## config.mk

```make
export PLATFORM = sky130hd
export DESIGN_NAME = speck32_64_cipher
export DESIGN_NICKNAME = d
export VERILOG_FILES = /design/src/hdl/spk_pkg.sv /design/src/hdl/spk_round.sv /design/src/hdl/spk_key_ram.sv /design/src/hdl/spk_key_sched.sv /design/src/hdl/speck32_64_cipher.sv
export SDC_FILE = /design/constraint.sdc
export NUM_CORES = 1
export LEC_CHECK = 0
export ABC_AREA = 1
export CELL_PAD_IN_SITES_DETAIL_PLACEMENT = 0
export CELL_PAD_IN_SITES_GLOBAL_PLACEMENT = 1
export CORE_ASPECT_RATIO = 0.75
export CORE_UTILIZATION = 25
export DETAILED_ROUTE_END_ITERATION = 12
export DONT_BUFFER_PORTS = 1
export GPL_ROUTABILITY_DRIVEN = 0
export PLACE_DENSITY_LB_ADDON = 0.1
export SYNTH_ARGS = -nofsm -noshare
export SYNTH_HDL_FRONTEND = slang
export SYNTH_HIERARCHICAL = 1
export SYNTH_SLANG_ARGS = --single-unit
```

## constraint.sdc

```tcl
create_clock -name clock -period 4.6 [get_ports clock]
set_input_delay 0.23 -clock clock [delete_from_list [all_inputs] [get_ports clock]]
set_output_delay 0.23 -clock clock [all_outputs]
set_load 0.02 [all_outputs]
```

## src/hdl/spk_pkg.sv

```systemverilog
`timescale 1ns / 1ps
// ----------------------------------------------------------------------------
// spk_pkg
// Shared constants, types and rotate helpers for the Speck 32/64 cipher.
// ----------------------------------------------------------------------------
package spk_pkg;

   // cipher geometry
   localparam int MAX_ROUNDS = 32;
   localparam int ROT_ALPHA  = 7;
   localparam int ROT_BETA   = 2;

   localparam int WORD_W      = 16;
   localparam int BLOCK_W     = 2 * WORD_W;
   localparam int KEY_W       = 4 * WORD_W;
   localparam int RCNT_CFG_W  = 6;
   localparam int KEY_IDX_W   = (MAX_ROUNDS > 1) ? $clog2(MAX_ROUNDS) : 1;
   localparam int RCNT_W      = $clog2(MAX_ROUNDS + 1);
   localparam int RCNT_RESET  = (22 > MAX_ROUNDS) ? MAX_ROUNDS : 22;

   // configuration port
   localparam int CSR_IDX_W  = 2;
   localparam int CSR_DATA_W = KEY_W;
   localparam logic [CSR_IDX_W-1:0] CSR_MASTER_KEY  = 2'd0;
   localparam logic [CSR_IDX_W-1:0] CSR_ROUND_COUNT = 2'd1;

   // operation select
   localparam logic FUNC_ENC = 1'b0;
   localparam logic FUNC_DEC = 1'b1;

   // operands of the shared round unit
   typedef struct packed {
      logic [WORD_W-1:0] x;
      logic [WORD_W-1:0] y;
      logic [WORD_W-1:0] key;
      logic              func;
   } round_op_type;

   // result of the shared round unit
   typedef struct packed {
      logic [WORD_W-1:0] x;
      logic [WORD_W-1:0] y;
   } round_res_type;

   // round key table write beat
   typedef struct packed {
      logic                 we;
      logic [KEY_IDX_W-1:0] addr;
      logic [WORD_W-1:0]    data;
   } key_wr_type;

   // rotate right by a constant amount
   function automatic logic [WORD_W-1:0] rot_r(input logic [WORD_W-1:0] v,
                                               input int unsigned amt);
      logic [2*WORD_W-1:0] w;
      w = {v, v} >> amt;
      return w[WORD_W-1:0];
   endfunction

   // rotate left by a constant amount
   function automatic logic [WORD_W-1:0] rot_l(input logic [WORD_W-1:0] v,
                                               input int unsigned amt);
      return rot_r(v, WORD_W - amt);
   endfunction

endpackage

```

## src/hdl/spk_round.sv

```systemverilog
`timescale 1ns / 1ps
// ----------------------------------------------------------------------------
// spk_round
// Shared Speck round: one encryption or one decryption round per cycle.
// The key schedule borrows it in encrypt mode with the round index as key.
// ----------------------------------------------------------------------------
module spk_round (
   input  spk_pkg::round_op_type  op,
   output spk_pkg::round_res_type res
);

   logic [spk_pkg::WORD_W-1:0] enc_sum;
   logic [spk_pkg::WORD_W-1:0] enc_x;
   logic [spk_pkg::WORD_W-1:0] enc_y;
   logic [spk_pkg::WORD_W-1:0] dec_y;
   logic [spk_pkg::WORD_W-1:0] dec_diff;
   logic [spk_pkg::WORD_W-1:0] dec_x;

   // forward round
   assign enc_sum = spk_pkg::rot_r(op.x, spk_pkg::ROT_ALPHA) + op.y;
   assign enc_x   = enc_sum ^ op.key;
   assign enc_y   = spk_pkg::rot_l(op.y, spk_pkg::ROT_BETA) ^ enc_x;

   // inverse round
   assign dec_y    = spk_pkg::rot_r(op.x ^ op.y, spk_pkg::ROT_BETA);
   assign dec_diff = (op.x ^ op.key) - dec_y;
   assign dec_x    = spk_pkg::rot_l(dec_diff, spk_pkg::ROT_ALPHA);

   // direction select
   always_comb begin
      if (op.func == spk_pkg::FUNC_DEC) begin
         res.x = dec_x;
         res.y = dec_y;
      end else begin
         res.x = enc_x;
         res.y = enc_y;
      end
   end

endmodule

```

## src/hdl/spk_key_ram.sv

```systemverilog
`timescale 1ns / 1ps
// ----------------------------------------------------------------------------
// spk_key_ram
// Round key table: one write port, one read port with registered data.
// ----------------------------------------------------------------------------
module spk_key_ram (
   input  logic                              clock,
   input  spk_pkg::key_wr_type               wr,
   input  logic [spk_pkg::KEY_IDX_W-1:0]     rd_addr,
   output logic [spk_pkg::WORD_W-1:0]        rd_data
);

   logic [spk_pkg::WORD_W-1:0] key_mem_ff [spk_pkg::MAX_ROUNDS];
   logic [spk_pkg::WORD_W-1:0] rd_data_ff;

   // write port
   always_ff @(posedge clock) begin
      if (wr.we) begin
         key_mem_ff[wr.addr] <= wr.data;
      end
   end

   // registered read port
   always_ff @(posedge clock) begin
      rd_data_ff <= key_mem_ff[rd_addr];
   end

   assign rd_data = rd_data_ff;

endmodule

```

## src/hdl/spk_key_sched.sv

```systemverilog
`timescale 1ns / 1ps
// ----------------------------------------------------------------------------
// spk_key_sched
// Key expansion sequencer: one round key per cycle through the shared round
// unit, written into the round key table.
// ----------------------------------------------------------------------------
module spk_key_sched (
   input  logic                            clock,
   input  logic                            reset,
   input  logic                            start,
   input  logic [spk_pkg::KEY_W-1:0]       master_key,
   input  spk_pkg::round_res_type          res,
   output logic                            busy,
   output spk_pkg::round_op_type           op,
   output spk_pkg::key_wr_type             wr
);

   localparam logic [spk_pkg::KEY_IDX_W-1:0] LAST_IDX =
      spk_pkg::KEY_IDX_W'(spk_pkg::MAX_ROUNDS - 1);

   logic                            busy_ff;
   logic                            busy_in;
   logic [spk_pkg::KEY_IDX_W-1:0]   idx_ff;
   logic [spk_pkg::KEY_IDX_W-1:0]   idx_in;
   logic [spk_pkg::WORD_W-1:0]      k_ff;
   logic [spk_pkg::WORD_W-1:0]      k_in;
   logic [spk_pkg::WORD_W-1:0]      l0_ff;
   logic [spk_pkg::WORD_W-1:0]      l0_in;
   logic [spk_pkg::WORD_W-1:0]      l1_ff;
   logic [spk_pkg::WORD_W-1:0]      l1_in;
   logic [spk_pkg::WORD_W-1:0]      l2_ff;
   logic [spk_pkg::WORD_W-1:0]      l2_in;

   // next state: load on start, else advance one schedule round while busy
   always_comb begin
      busy_in = busy_ff;
      idx_in  = idx_ff;
      k_in    = k_ff;
      l0_in   = l0_ff;
      l1_in   = l1_ff;
      l2_in   = l2_ff;
      if (start) begin
         busy_in = 1'b1;
         idx_in  = '0;
         k_in    = master_key[15:0];
         l0_in   = master_key[31:16];
         l1_in   = master_key[47:32];
         l2_in   = master_key[63:48];
      end else if (busy_ff) begin
         idx_in = idx_ff + 1'b1;
         k_in   = res.y;
         l0_in  = l1_ff;
         l1_in  = l2_ff;
         l2_in  = res.x;
         if (idx_ff == LAST_IDX) begin
            busy_in = 1'b0;
         end
      end
   end

   // control state
   always_ff @(posedge clock) begin
      if (reset) begin
         busy_ff <= 1'b0;
      end else begin
         busy_ff <= busy_in;
      end
   end

   // schedule words
   always_ff @(posedge clock) begin
      idx_ff <= idx_in;
      k_ff   <= k_in;
      l0_ff  <= l0_in;
      l1_ff  <= l1_in;
      l2_ff  <= l2_in;
   end

   // round unit operands: l0 as x, k as y, round index as key
   assign op.x    = l0_ff;
   assign op.y    = k_ff;
   assign op.key  = spk_pkg::WORD_W'(idx_ff);
   assign op.func = spk_pkg::FUNC_ENC;

   // table write of the current key
   assign wr.we   = busy_ff;
   assign wr.addr = idx_ff;
   assign wr.data = k_ff;

   assign busy = busy_ff;

endmodule

```

## src/hdl/speck32_64_cipher.sv

```systemverilog
`timescale 1ns / 1ps
// ----------------------------------------------------------------------------
// speck32_64_cipher
// Speck 32/64 block cipher with a stored round key table and one shared
// round unit.
// ----------------------------------------------------------------------------
// Usage
//  - csr_we/csr_index/csr_wdata write master_key (index 0) or round_count
//    (index 1). Each such write re-expands the key into the round key table,
//    one key per cycle for all MAX_ROUNDS (32) table entries; req_stall is high then.
//    Writes to other indexes are ignored.
//  - req channel: a beat carries req_func (0 encrypt, 1 decrypt) and
//    req_block_in (x in bits 31:16, y in bits 15:0).
//  - rsp channel: one beat per request, rsp_block_out in the same layout.
//  - A block runs n rounds, n being round_count clipped to 32, one round per
//    cycle through the shared round unit; the result shows on rsp the cycle
//    after the last round if the output register is free. A new request is
//    taken only after the result is handed to the output register.
//    round_count of zero passes the block through unchanged.
//  - rsp is a registered output: a waiting result does not block the next
//    request. If a result finishes while the output register still holds a
//    stalled beat, it is kept and req_stall stays high until it moves on.
//  - reset clears the sequencers and sets round_count to 22. The round key
//    table is not defined until the first configuration write.
// ----------------------------------------------------------------------------
module speck32_64_cipher (
   input  logic                               clock,
   input  logic                               reset,
   // configuration
   input  logic                               csr_we,
   input  logic [spk_pkg::CSR_IDX_W-1:0]      csr_index,
   input  logic [spk_pkg::CSR_DATA_W-1:0]     csr_wdata,
   // request channel
   input  logic                               req_valid,
   output logic                               req_stall,
   input  logic                               req_func,
   input  logic [spk_pkg::BLOCK_W-1:0]        req_block_in,
   // response channel
   output logic                               rsp_valid,
   input  logic                               rsp_stall,
   output logic [spk_pkg::BLOCK_W-1:0]        rsp_block_out
);

   localparam logic [1:0] ST_IDLE = 2'd0;
   localparam logic [1:0] ST_RUN  = 2'd1;
   localparam logic [1:0] ST_HOLD = 2'd2;

   logic [1:0]                       state_ff;
   logic [1:0]                       state_in;
   logic [spk_pkg::KEY_W-1:0]        master_key_ff;
   logic [spk_pkg::KEY_W-1:0]        master_key_in;
   logic [spk_pkg::RCNT_W-1:0]       rounds_ff;
   logic [spk_pkg::RCNT_W-1:0]       rounds_in;
   logic [spk_pkg::WORD_W-1:0]       x_ff;
   logic [spk_pkg::WORD_W-1:0]       x_in;
   logic [spk_pkg::WORD_W-1:0]       y_ff;
   logic [spk_pkg::WORD_W-1:0]       y_in;
   logic                             func_ff;
   logic                             func_in;
   logic [spk_pkg::RCNT_W-1:0]       rnd_ff;
   logic [spk_pkg::RCNT_W-1:0]       rnd_in;
   logic [spk_pkg::KEY_IDX_W-1:0]    idx_ff;
   logic [spk_pkg::KEY_IDX_W-1:0]    idx_in;
   logic                             rsp_valid_ff;
   logic                             rsp_valid_in;
   logic [spk_pkg::BLOCK_W-1:0]      rsp_block_ff;
   logic [spk_pkg::BLOCK_W-1:0]      rsp_block_in;

   logic                             csr_key_wr;
   logic                             csr_cnt_wr;
   logic                             sched_start;
   logic                             sched_busy;
   logic [spk_pkg::RCNT_CFG_W:0]     cnt_cfg;
   logic                             accept;
   logic                             out_free;
   logic                             out_load;
   logic                             last_round;
   logic [spk_pkg::KEY_IDX_W-1:0]    first_idx;
   logic [spk_pkg::KEY_IDX_W-1:0]    next_idx;
   logic [spk_pkg::KEY_IDX_W-1:0]    rd_addr;
   logic [spk_pkg::WORD_W-1:0]       rd_key;

   spk_pkg::round_op_type            sched_op;
   spk_pkg::round_op_type            unit_op;
   spk_pkg::round_res_type           unit_res;
   spk_pkg::key_wr_type              key_wr;

   // configuration decode
   assign csr_key_wr  = csr_we && !reset && (csr_index == spk_pkg::CSR_MASTER_KEY);
   assign csr_cnt_wr  = csr_we && !reset && (csr_index == spk_pkg::CSR_ROUND_COUNT);
   assign sched_start = csr_key_wr || csr_cnt_wr;
   assign cnt_cfg     = {1'b0, csr_wdata[spk_pkg::RCNT_CFG_W-1:0]};

   always_comb begin
      master_key_in = master_key_ff;
      rounds_in     = rounds_ff;
      if (csr_key_wr) begin
         master_key_in = csr_wdata;
      end
      if (csr_cnt_wr) begin
         if (cnt_cfg > (spk_pkg::RCNT_CFG_W + 1)'(spk_pkg::MAX_ROUNDS)) begin
            rounds_in = spk_pkg::RCNT_W'(spk_pkg::MAX_ROUNDS);
         end else begin
            rounds_in = spk_pkg::RCNT_W'(cnt_cfg);
         end
      end
   end

   always_ff @(posedge clock) begin
      if (reset) begin
         master_key_ff <= '0;
         rounds_ff     <= spk_pkg::RCNT_W'(spk_pkg::RCNT_RESET);
      end else begin
         master_key_ff <= master_key_in;
         rounds_ff     <= rounds_in;
      end
   end

   // key expansion
   spk_key_sched u_key_sched (
      .clock      (clock),
      .reset      (reset),
      .start      (sched_start),
      .master_key (master_key_in),
      .res        (unit_res),
      .busy       (sched_busy),
      .op         (sched_op),
      .wr         (key_wr)
   );

   // round key table
   spk_key_ram u_key_ram (
      .clock   (clock),
      .wr      (key_wr),
      .rd_addr (rd_addr),
      .rd_data (rd_key)
   );

   // shared round unit, lent to the key schedule while it runs
   always_comb begin
      if (sched_busy) begin
         unit_op = sched_op;
      end else begin
         unit_op.x    = x_ff;
         unit_op.y    = y_ff;
         unit_op.key  = rd_key;
         unit_op.func = func_ff;
      end
   end

   spk_round u_round (
      .op  (unit_op),
      .res (unit_res)
   );

   // handshake
   assign req_stall  = reset || sched_busy || (state_ff != ST_IDLE);
   assign accept     = req_valid && !req_stall;
   assign out_free   = !rsp_valid_ff || !rsp_stall;
   assign last_round = (rnd_ff == spk_pkg::RCNT_W'(1));

   // key read address, issued in the cycle before the round that uses it
   always_comb begin
      if (req_func == spk_pkg::FUNC_DEC) begin
         first_idx = spk_pkg::KEY_IDX_W'(rounds_ff - spk_pkg::RCNT_W'(1));
      end else begin
         first_idx = '0;
      end
      if (func_ff == spk_pkg::FUNC_DEC) begin
         next_idx = idx_ff - 1'b1;
      end else begin
         next_idx = idx_ff + 1'b1;
      end
      if (state_ff == ST_IDLE) begin
         rd_addr = first_idx;
      end else begin
         rd_addr = next_idx;
      end
   end

   // block sequencer
   always_comb begin
      state_in     = state_ff;
      x_in         = x_ff;
      y_in         = y_ff;
      func_in      = func_ff;
      rnd_in       = rnd_ff;
      idx_in       = idx_ff;
      out_load     = 1'b0;
      rsp_block_in = rsp_block_ff;
      case (state_ff)
         ST_IDLE: begin
            if (accept) begin
               x_in    = req_block_in[31:16];
               y_in    = req_block_in[15:0];
               func_in = req_func;
               rnd_in  = rounds_ff;
               idx_in  = first_idx;
               if (rounds_ff == '0) begin
                  state_in = ST_HOLD;
               end else begin
                  state_in = ST_RUN;
               end
            end
         end
         ST_RUN: begin
            x_in   = unit_res.x;
            y_in   = unit_res.y;
            idx_in = next_idx;
            rnd_in = rnd_ff - 1'b1;
            if (last_round) begin
               if (out_free) begin
                  out_load     = 1'b1;
                  rsp_block_in = {unit_res.x, unit_res.y};
                  state_in     = ST_IDLE;
               end else begin
                  state_in = ST_HOLD;
               end
            end
         end
         ST_HOLD: begin
            if (out_free) begin
               out_load     = 1'b1;
               rsp_block_in = {x_ff, y_ff};
               state_in     = ST_IDLE;
            end
         end
         default: begin
            state_in = ST_IDLE;
         end
      endcase
   end

   // output register valid
   always_comb begin
      rsp_valid_in = rsp_valid_ff;
      if (out_load) begin
         rsp_valid_in = 1'b1;
      end else if (rsp_valid_ff && !rsp_stall) begin
         rsp_valid_in = 1'b0;
      end
   end

   always_ff @(posedge clock) begin
      if (reset) begin
         state_ff     <= ST_IDLE;
         rsp_valid_ff <= 1'b0;
      end else begin
         state_ff     <= state_in;
         rsp_valid_ff <= rsp_valid_in;
      end
   end

   // datapath registers
   always_ff @(posedge clock) begin
      x_ff         <= x_in;
      y_ff         <= y_in;
      func_ff      <= func_in;
      rnd_ff       <= rnd_in;
      idx_ff       <= idx_in;
      rsp_block_ff <= rsp_block_in;
   end

   assign rsp_valid     = rsp_valid_ff;
   assign rsp_block_out = rsp_block_ff;

endmodule

```

==> results.json <==
{
  "status": "completed",
  "ant_nets": 0,
  "grt_max_degree": 129,
  "post-place-ws_ns": 0.7906,
  "synthesis.area_um2": 34690,
  "drv_slew": 0,
  "die_w_um": 432.1,
  "rrSetupSlack_ns": 0.72,
  "p_leak_nw": 16.78,
  "ios": 138,
  "cts_setup_buffers": 0,
  "yosys_warnings": 6,
  "via_per_inst": 4.392,
  "end_kind": "flop",
  "busiest_layer": "met1",
  "holdPathStages": 4,
  "use_met3_pct": 3.441,
  "whs_endpoint": "u_key_sched/l2_ff[8]",
  "start_util_pct": 25.37,
  "antenna_found_initial": 15,
  "grt_pass1_vias": 24480,
  "yosysUniqueCellTypes": 47,
  "power.density_nw_per_um2": 728.3,
  "r2r-start": "u_key_sched/busy",
  "grt_first_pass_wirelength_um": 183000,
  "r2r-end": "rsp_block_out[3]",
  "clk_pin_slew_ns": 0.06,
  "finalHoldViolations": 0,
  "drc_errors": 0,
  "drive_above_1_share_pct": 7.566,
  "arrival_ns": 4.29,
  "synth-seq-area-share_pct": 61.93,
  "crit_required_ns": 5.01,
  "final_util_pct": 30.01,
  "yosys_register_bits": 747,
  "fmax_ghz": 0.2577,
  "finalClockSkew_ns": 0.03937,
  "ys_top_cells_by_area": "edfxtp_1 56%, nand2_1 15%, nand3_1 6.7%, dfxtp_1 5.5%, inv_1 2.9%",
  "synthMuxAreaShare_pct": 0,
  "hpwlAfterDp_um": 83660,
  "start_kind": "flop",
  "synth.top_cell.area_share_pct": 56.44,
  "cts_tree": "done",
  "critPathSlowestCell": "dfxtp_2",
  "multi_input_area_um2": 11000,
  "path_delay_family": "compound AO/OA/AOI/OAI gates",
  "first_pass_iters": 5,
  "wl_per_cell_um": 22.47,
  "period_minus_slack_ns": 3.881,
  "wirelength_um": 127500,
  "max-clock-path-buffers": 3,
  "gr-usage-met2_pct": 24.80,
  "critPathBufInv": 3,
  "rsz0062_at_grt": "no",
  "rows": 117,
  "drt_iter0_markers": 1966,
  "vias": 24930,
  "synth-adder-area-share_pct": 1.652,
  "dp_cells": 5367,
  "fin_ws_ns": 0.7191,
  "synth_top_cell_by_area": "edfxtp_1",
  "cts_resized": 0,
  "period_share_pct": 84.37,
  "path_cells": "inv_2 -> buf_4 -> nand2_1 -> nand2_1 -> ha_1 -> nand2_1 -> nand3_2 -> xnor2_1 -> xor2_1 -> o21ai_1 -> inv_1 -> o21ai_0",
  "postSynthAreaPerCell_um2": 9.548,
  "diodes": 0,
  "criticalPathCategory": "flop to flop",
  "fin_tns_setup_ns": 0,
  "numCtsBuffers": 85,
  "cts_max_level": 3,
  "crit_path_max_fanout": 24,
  "ctsHoldBuffers": 153,
  "vdd_drop_max_uv": 433.6,
  "syn_to_final_growth_pct": 18.30,
  "max_stage_delay_ns": 0.54,
  "worst_slew_pin_slew_ns": 1.282,
  "nFillCells": 14490,
  "synth-compound-area-share_pct": 3.430,
  "synth-xor-area-share_pct": 1.540,
  "ff_latch_area_um2": 21480,
  "core_area_um2": 136700,
  "hold_class": "input pin to flop",
  "cts-root-buf": "clkbuf_16",
  "finalNetCount": 3911,
  "synth_top_family_by_area": "simple AND/OR/NAND/NOR gates",
  "fp.dieH_um": 324.6,
  "finish.instance_area_um2": 41030,
  "grt_util_met1_pct": 29.08,
  "synth_top_flop_cell": "edfxtp_1",
  "syn_inst": 3633,
  "hold_start": "csr_index[1]",
  "cp_common_cell": "nand2_1",
  "cts_num_sinks": 747,
  "place_area_um2": 36650,
  "die_area_um2": 140300,
  "synthArstFlopShare_pct": 0,
  "maxCapViolCount": 0,
  "numPortBuffers": 0,
  "ff2ff_path_depth": 12,
  "final_cell_count_no_fill": 5677,
  "synthSimpleGateAreaFrac_pct": 24.49,
  "finalSetupViolCount": 0,
  "slew_headroom_pct": 14.41,
  "clk_latency_ns": 0.69,
  "grt_overflow": 0,
  "synth_edf_count": 652,
  "grt_usage_pct": 18.11
}
## power breakdown
group | internal [W] | switching [W] | total, W
clock | 0.00403 | 0.00298 | 0.00701
sequential | 0.00858 | 0.000581 | 0.00916
combinational | 0.00364 | 0.0101 | 0.0137
## layout by cell type, fill, tap and decap left out, drive strengths merged, types with 8 or more instances in the layout
| cell | netlist | layout |
|---|---|---|
| bufinv | 0 | 9 |
| xor2 | 38 | 38 |
| nand2 | 1407 | 1407 |
| dfxtp | 95 | 95 |
| dlygate4sd3 | 0 | 152 |
| ha | 41 | 41 |
| edfxtp | 652 | 652 |
| clkbuf | 58 | 107 |
| nand3b | 8 | 8 |
| xnor2 | 23 | 23 |
| nand3 | 471 | 471 |
| nor2 | 153 | 153 |
| clkinv | 3 | 38 |
| conb | 1 | 12 |
| buf | 155 | 93 |
| a21oi | 35 | 35 |
| nand4 | 9 | 9 |
| o21ai | 178 | 178 |
| inv | 273 | 277 |
## state kept, by name (all words and copies together), names as in the netlist, 2 cells and up
signal / cells
master_key_ff: 64
rsp_block_out: 32
u_key_sched/l0_ff: 16
x_ff: 16
u_key_sched/k_ff: 16
u_key_ram/key_mem_ff: 512
y_ff: 16
idx_ff: 5
u_key_sched/idx_ff: 5
u_key_ram/rd_data: 16
u_key_sched/l1_ff: 16
rnd_ff: 6
rounds_ff: 6
u_key_sched/l2_ff: 16
state_ff: 2
## logic make-up after synthesis
| group | after synthesis |
|---|---|
| other cells | 1 |
| flops | 747 |
| fa+ha+maj | 44 |
| xor+xnor | 61 |
| compound gates | 229 |
| simple gates | 2062 |
| buf+inv | 489 |
## how the worst max path moves through the flow
stage                          start           endpoint  slack, ns  cells after the start
floorplan           u_key_sched/busy          idx_ff[0]       0.97                      5
global placement    u_key_sched/busy   rsp_block_out[3]       0.79                     12
detailed placement  u_key_sched/busy   rsp_block_out[3]       0.79                     12
CTS                 u_key_sched/busy   rsp_block_out[3]       0.74                     12
global route        u_key_sched/busy  rsp_block_out[24]       0.44                     16
finish              u_key_sched/busy   rsp_block_out[3]       0.72                     12
## synthesized netlist by cell type (2+ instances only)
cell,n
nor3_1,2
o21a_1,3
o21ai_1,69
nand3_1,466
edfxtp_1,652
o22ai_1,2
xnor2_1,23
buf_2,55
clkinv_1,3
ha_1,41
nand2_2,13
a21o_1,3
a31oi_1,4
nand2_1,1394
or2_2,3
a21oi_1,33
nand3b_1,8
buf_4,64
and2_1,4
dfxtp_1,95
nor2_1,148
buf_6,31
a21oi_2,2
inv_1,270
nand4_1,9
inv_2,2
o21ai_0,108
nor2_2,5
buf_1,3
nand3_2,5
clkbuf_1,58
xor2_1,38
fa_1,3
## worst register-to-register path, stage by stage (launching register included)
cell	delay [ns]
dfxtp_2	0.54
inv_2	0.30
buf_4	0.27
nand2_1	0.06
nand2_1	0.12
ha_1	0.44
nand2_1	0.16
nand3_2	0.18
xnor2_1	0.40
xor2_1	0.12
o21ai_1	0.51
inv_1	0.11
o21ai_0	0.41
## area by class of cell
class / instances / share of cell area, %
flip-flops and latches: 747 / 52.35
multi-input cells: 2408 / 26.80
repair buffers: 245 / 5.763
well taps: 1844 / 5.623
clock buffers: 107 / 5.534
inverters: 276 / 2.549
clock inverters: 50 / 1.375
## per-layer routing
layer	share of wire (%)	routed length, µm
met1	53	68200
met2	40	51090
met3	5.1	6500
met4	1.4	1742
met5	0.0078	10
## through the flow
step / total power, W / hold slack [ns]
6_report: 0.02988 / 0.1986
2_1_floorplan: 0.01767 / 0.3085
3_5_place_dp: 0.02306 / 0.3116
5_1_grt: 0.03194 / 0.1747
4_1_cts: 0.03032 / 0.1522
3_3_place_gp: 0.02323 / 0.3100
Power figures use the tool's default switching activity.
